<file path="config.mk">
export PLATFORM = sky130hd
export DESIGN_NAME = drwc_ctrl
export DESIGN_NICKNAME = d
export VERILOG_FILES = /design/src/rtl/drwc_pkg.sv /design/src/rtl/drwc_ctrl.sv
export SDC_FILE = /design/constraint.sdc
export NUM_CORES = 1
export LEC_CHECK = 0
export BUFFER_PORTS_ARGS = -buffer_cell sky130_fd_sc_hd__buf_2
export CORE_AREA = 2 2 43 45
export DETAILED_ROUTE_END_ITERATION = 8
export DIE_AREA = 0 0 45 47
export PLACE_DENSITY_LB_ADDON = 0.15
export SLEW_MARGIN = 5
export SYNTH_ARGS = -nofsm -noshare
export SYNTH_HDL_FRONTEND = slang
export SYNTH_SLANG_ARGS = --single-unit
</file>
<file path="constraint.sdc">
create_clock -name clk_i -period 2.5 [get_ports clk_i]
set_input_delay 0.375 -clock clk_i [delete_from_list [all_inputs] [get_ports clk_i]]
set_output_delay 0.375 -clock clk_i [all_outputs]
set_load 0.02 [all_outputs]
</file>
<file path="src/rtl/drwc_pkg.sv">
// Shared types, codes and constants of the display RAM window writer.
// Holds the controller/datapath command and status structs and the CRC-32 byte step.
// No dependencies.
`default_nettype none
package drwc_pkg;

  // operation codes carried in tuser
  localparam logic [1:0] FUNC_SET_WIN  = 2'd0;
  localparam logic [1:0] FUNC_WR_BYTE  = 2'd1;
  localparam logic [1:0] FUNC_WR_MONO  = 2'd2;
  localparam logic [1:0] FUNC_FRAME    = 2'd3;

  // visible row address range
  localparam logic [6:0] VIS_ROW_FIRST = 7'h0C;
  localparam logic [6:0] VIS_ROW_LAST  = 7'h4B;

  // reset values of cursor and window
  localparam logic [6:0] RST_COL_START = 7'h00;
  localparam logic [6:0] RST_COL_END   = 7'h3F;
  localparam logic [6:0] RST_ROW_START = 7'h0C;
  localparam logic [6:0] RST_ROW_END   = 7'h4B;

  localparam logic [31:0] CRC_POLY     = 32'hEDB88320;
  localparam logic [31:0] CRC_INIT     = 32'hFFFFFFFF;

  typedef struct packed {
    logic [7:0] byte_value;
    logic       invert;
    logic [6:0] col_first;
    logic [6:0] col_last;
    logic [6:0] row_first;
    logic [6:0] row_last;
  } drwc_item_t;

  typedef struct packed {
    logic       latch;     // capture the accepted item
    logic       set_win;   // load window bounds and cursor
    logic       put;       // one byte write at the cursor
    logic       mono;      // put takes a grey byte from the mono pattern
    logic [1:0] pair;      // mono pixel pair, most significant first
    logic       clr_step;  // write zero at the sweep address
    logic       crc_step;  // read the sweep address into the CRC
    logic       crc_fin;   // fold last byte, store CRC, count frame
    logic       load_out;  // load the result register
  } drwc_cmd_t;

  typedef struct packed {
    logic swp_last;        // sweep address is the last RAM entry
  } drwc_sts_t;

  // reflected CRC-32, one byte
  function automatic logic [31:0] crc32_byte(logic [31:0] crc, logic [7:0] data);
    logic [31:0] c;
    c = crc ^ {24'd0, data};
    for (int b = 0; b < 8; b++) begin
      c = c[0] ? ((c >> 1) ^ CRC_POLY) : (c >> 1);
    end
    return c;
  endfunction

endpackage
`default_nettype wire

</file>
<file path="src/rtl/drwc_ctrl.sv">
// Controller of the display RAM window writer: sequences clear, writes and CRC sweep.
// Depends on drwc_pkg for the command and status structs and operation codes.
`default_nettype none
module drwc_ctrl import drwc_pkg::*; (
  input  wire logic       clk_i,
  input  wire logic       rst_ni,
  input  wire logic       s_valid_i,
  input  wire logic [1:0] func_i,
  output      logic       s_ready_o,
  input  wire logic       m_ready_i,
  output      logic       m_valid_o,
  input  wire drwc_sts_t  sts_i,
  output      drwc_cmd_t  cmd_o
);

  localparam logic [2:0] ST_CLEAR = 3'd0;
  localparam logic [2:0] ST_IDLE  = 3'd1;
  localparam logic [2:0] ST_EXEC  = 3'd2;
  localparam logic [2:0] ST_CRC   = 3'd3;
  localparam logic [2:0] ST_TAIL  = 3'd4;
  localparam logic [2:0] ST_DONE  = 3'd5;

  logic [2:0] state_q, state_d;
  logic [1:0] func_q, func_d;
  logic [1:0] k_q, k_d;
  logic       out_vld_q, out_vld_d;

  always_comb begin
    state_d   = state_q;
    func_d    = func_q;
    k_d       = k_q;
    out_vld_d = out_vld_q;
    cmd_o     = '0;
    s_ready_o = 1'b0;

    if (out_vld_q && m_ready_i) begin
      out_vld_d = 1'b0;
    end

    case (state_q)
      ST_CLEAR: begin
        cmd_o.clr_step = 1'b1;
        if (sts_i.swp_last) begin
          state_d = ST_IDLE;
        end
      end
      ST_IDLE: begin
        s_ready_o = 1'b1;
        if (s_valid_i) begin
          cmd_o.latch = 1'b1;
          func_d      = func_i;
          k_d         = 2'd0;
          state_d     = (func_i == FUNC_FRAME) ? ST_CRC : ST_EXEC;
        end
      end
      ST_EXEC: begin
        case (func_q)
          FUNC_SET_WIN: begin
            cmd_o.set_win = 1'b1;
            state_d       = ST_DONE;
          end
          FUNC_WR_BYTE: begin
            cmd_o.put = 1'b1;
            state_d   = ST_DONE;
          end
          FUNC_WR_MONO: begin
            cmd_o.put  = 1'b1;
            cmd_o.mono = 1'b1;
            cmd_o.pair = k_q;
            k_d        = k_q + 2'd1;
            if (k_q == 2'd3) begin
              state_d = ST_DONE;
            end
          end
          default: begin
            state_d = ST_DONE;
          end
        endcase
      end
      ST_CRC: begin
        cmd_o.crc_step = 1'b1;
        if (sts_i.swp_last) begin
          state_d = ST_TAIL;
        end
      end
      ST_TAIL: begin
        cmd_o.crc_fin = 1'b1;
        state_d       = ST_DONE;
      end
      ST_DONE: begin
        // hold until the result register is free
        if (!out_vld_q || m_ready_i) begin
          cmd_o.load_out = 1'b1;
          out_vld_d      = 1'b1;
          state_d        = ST_IDLE;
        end
      end
      default: begin
        state_d = ST_IDLE;
      end
    endcase
  end

  always_ff @(posedge clk_i or negedge rst_ni) begin
    if (!rst_ni) begin
      state_q   <= ST_CLEAR;
      func_q    <= FUNC_SET_WIN;
      k_q       <= 2'd0;
      out_vld_q <= 1'b0;
    end else begin
      state_q   <= state_d;
      func_q    <= func_d;
      k_q       <= k_d;
      out_vld_q <= out_vld_d;
    end
  end

  assign m_valid_o = out_vld_q;

endmodule
`default_nettype wire

</file>
==> results.md <==
- Path category of the worst min-delay check: input port to register
- Cells after Synth: 56
- Routed via count divided by cell count: 4.79
- Count of pins over their slew limit: 0
- Post-synthesis cell type count: 26
- P_leak: 0.349 nW
- CTS tree: built
- Clk slew on worst S/H paths: 50 ps
- Share of Yosys cell area claimed by the top area cell type: 0.375
- Setup repair after global routing missed its margin: no
- Maximum number of pins on one net before global-route repair: 12
- CTS hold repair buffers: 1
- I/O Buffers: 18
- H-Tree Depth: 1
- Via count of the first global-routing pass: 388
- Synthesized area divided by synthesized cell count: 9.54 um2
- Final standard cell count with taps included and fillers excluded: 91
- Antenna violations before repair: 0
- Length of the first detailed-routing pass in iterations: 4
- CTS max path bufs: 2
- Layout cells sized above 1: 0.392
- Top fanout value on the critical path: 7
- Total inserted antenna cells: 0
- Core area: 0.00165 mm2
- Result of the run: finished, final reports clean
- Aggregate global routing overflow: 0
- Number of fillers in the final layout: 183
- Number of sinks handled by clock tree synthesis: 8
- Startpoint-to-endpoint class of the critical path: register to output port
- Summed instance area of the synthesized netlist: 534 um2
- Layout overhead on the synthesized area: 20.4%
- Worst Hold Margin: 341 ps
- Cell area after placement: 611 um2
- Total clock buffers created by CTS: 3
- Die area: 0.00212 mm2
- Wire length of the first global-routing pass: 1710 um
- Worst R2R Setup Slack: 1120 ps
- Final period utilization: 0.725
- Commonest non-fill, non-tap cell in the layout: sky130_fd_sc_hd__buf_2
- Max-cap violations: 0
- Final Hold Fails: 0
- Length in cells of the worst reg-to-reg path: 3
- Wirelength, routed: 1100 um
- Estimated wirelength of the detail-placed design: 851 um
- Largest area contributor in the netlist: sky130_fd_sc_hd__dfrtp_1
- Summed negative setup slack over all endpoints: 0 ps
- Peak ir drop on the vdd network: 0.350 mV
- Capture point of the worst reg-to-reg path: k_q[0]
- Tmin final: 1810 ps
- Vias after detailed routing: 436
- Slew margin rel.: 0.809
- Sort of element at the end of the critical path: output port
- Detail-routed net length per standard cell: 12.1 um
- Initial core utilization: 0.323
- Beginning of the worst hold path: func_i[1]
- Pwr/cell area: 1130 mW/mm2
- Leading cell types by total area after synthesis: sky130_fd_sc_hd__dfrtp_1, sky130_fd_sc_hd__ha_1, sky130_fd_sc_hd__buf_6
- Proportion of synthesized chip area in sequential cells: 0.375
- R2R Path Start: state_q[1]
- Launching element type of the critical path: register
- CTS root buf: sky130_fd_sc_hd__clkbuf_4
- Min-Delay Endpoint: func_q[1]
- Register bit total from synthesis: 8
- Syn Nets: 66
- Site Rows: 15
- Die Y: 47 um
- DIE WIDTH: 45 um
- First DRT Iteration DRCs: 2
- Data required time at the worst endpoint: 2120 ps
- Clk_skew: 0.766 ps
- PostCTS Resize Cnt: 0
- Final setup violating endpoints: 0
- Aggregate global-route resource usage: 0.120
- Net total in the final layout: 86
- Total DRC errors in the routed layout: 0
- Pin slew with the least headroom to its limit: 286 ps
- Placed insts: 87
- Worst-Skew Late Latency: 250 ps
- Postcts setup bufs: 0
- Data arrival time of the critical path: 1440 ps
- IO Count: 19
- Highest attainable clock frequency: 552 MHz
- Highest-count cells in the layout ignoring fill and taps: sky130_fd_sc_hd__buf_2, sky130_fd_sc_hd__dfrtp_1, sky130_fd_sc_hd__inv_1
- RePlAce Congestion: 0.694
- Antenna Violating Nets Remaining: 0
- Worst Hold Path Cells: 3
- Final standard cell area without fillers: 643 um2
- Warnings from Yosys: 0
==> registers in the layout, summed over array words and instances, names as in the netlist <==
register / count
m_valid_o: 1
k_q: 2
func_q: 2
state_q: 3
==> layer usage <==
metal	vias up	part of all wire	track usage
met1	197	0.48	0.141
li1	226	-	-
met5	-	0	0
met4	0	0.016	0.0941
met3	2	0.062	0.0385
met2	11	0.44	0.183
==> Yosys cell counts <==
cell	number
sky130_fd_sc_hd__o21bai_1	1
sky130_fd_sc_hd__nor3_1	1
sky130_fd_sc_hd__and4bb_4	1
sky130_fd_sc_hd__a21oi_1	4
sky130_fd_sc_hd__a22o_2	1
sky130_fd_sc_hd__and2_2	2
sky130_fd_sc_hd__o21ai_0	4
sky130_fd_sc_hd__ha_1	3
sky130_fd_sc_hd__buf_6	2
sky130_fd_sc_hd__nand3_1	3
sky130_fd_sc_hd__nor2b_1	1
sky130_fd_sc_hd__and3_1	2
sky130_fd_sc_hd__or3_1	1
sky130_fd_sc_hd__buf_2	1
sky130_fd_sc_hd__o32ai_2	1
sky130_fd_sc_hd__and4bb_1	1
sky130_fd_sc_hd__nor2b_4	1
sky130_fd_sc_hd__inv_1	6
sky130_fd_sc_hd__nor2_2	1
sky130_fd_sc_hd__or2b_1	1
sky130_fd_sc_hd__mux2_4	1
sky130_fd_sc_hd__nand2_1	3
sky130_fd_sc_hd__a211oi_1	1
sky130_fd_sc_hd__nor2_1	4
sky130_fd_sc_hd__buf_4	1
sky130_fd_sc_hd__dfrtp_1	8
==> worst max path at each step <==
stage | startpoint | endpoint | slack (ps)
floorplan | state_q[0] | cmd_o[4] | 1020
global placement | func_q[0] | cmd_o[4] | 940
detailed placement | func_q[0] | cmd_o[4] | 940
CTS | func_q[0] | cmd_o[4] | 650
global route | func_q[0] | cmd_o[4] | 590
finish | func_q[0] | cmd_o[4] | 690
==> critical path, stage by stage (launching register included) <==
cell	delay [ps]
sky130_fd_sc_hd__dfrtp_1	350
sky130_fd_sc_hd__inv_1	90
sky130_fd_sc_hd__ha_1	160
sky130_fd_sc_hd__and4bb_4	290
sky130_fd_sc_hd__and2_2	150
sky130_fd_sc_hd__buf_2	150
==> through the flow <==
stage               setup WS, ps  utilization  total power [mW]
floorplan                   1020            -             0.567
global placement             945        0.370             0.631
detailed placement           943        0.370             0.634
CTS                          652        0.389             0.741
global route                 593        0.389             0.801
finish                       687        0.389             0.725
==> where the power goes <==
| part | internal [mW] | switching, mW |
|---|---|---|
| combinational | 0.155 | 0.215 |
| sequential | 0.185 | 0.0741 |
| clock | 0.0548 | 0.0419 |
| total | 0.395 | 0.331 |
==> area by class of cell <==
cell class | count | area, um2 | area share
Clock buffer | 3 | 22.5 | 0.0350
Inverter | 6 | 22.5 | 0.0350
Multi-Input combinational cell | 38 | 277 | 0.430
Sequential cell | 8 | 200 | 0.311
Tap cell | 17 | 21.3 | 0.0331
Timing Repair Buffer | 19 | 100 | 0.156
==> kinds of logic (layout without fill, tap and decap cells) <==
kind of cell               count (synthesis)  after routing  synth area share
AOI/OAI and AO/OA                         12             12             0.152
DFF                                        8              8             0.375
muxes                                      1              1            0.0281
and+or+nand+nor                           22             22             0.267
adders and majority gates                  3              3            0.0703
buffers and inverters                     10             28             0.108
No activity file was read; power rests on OpenSTA's default activity.
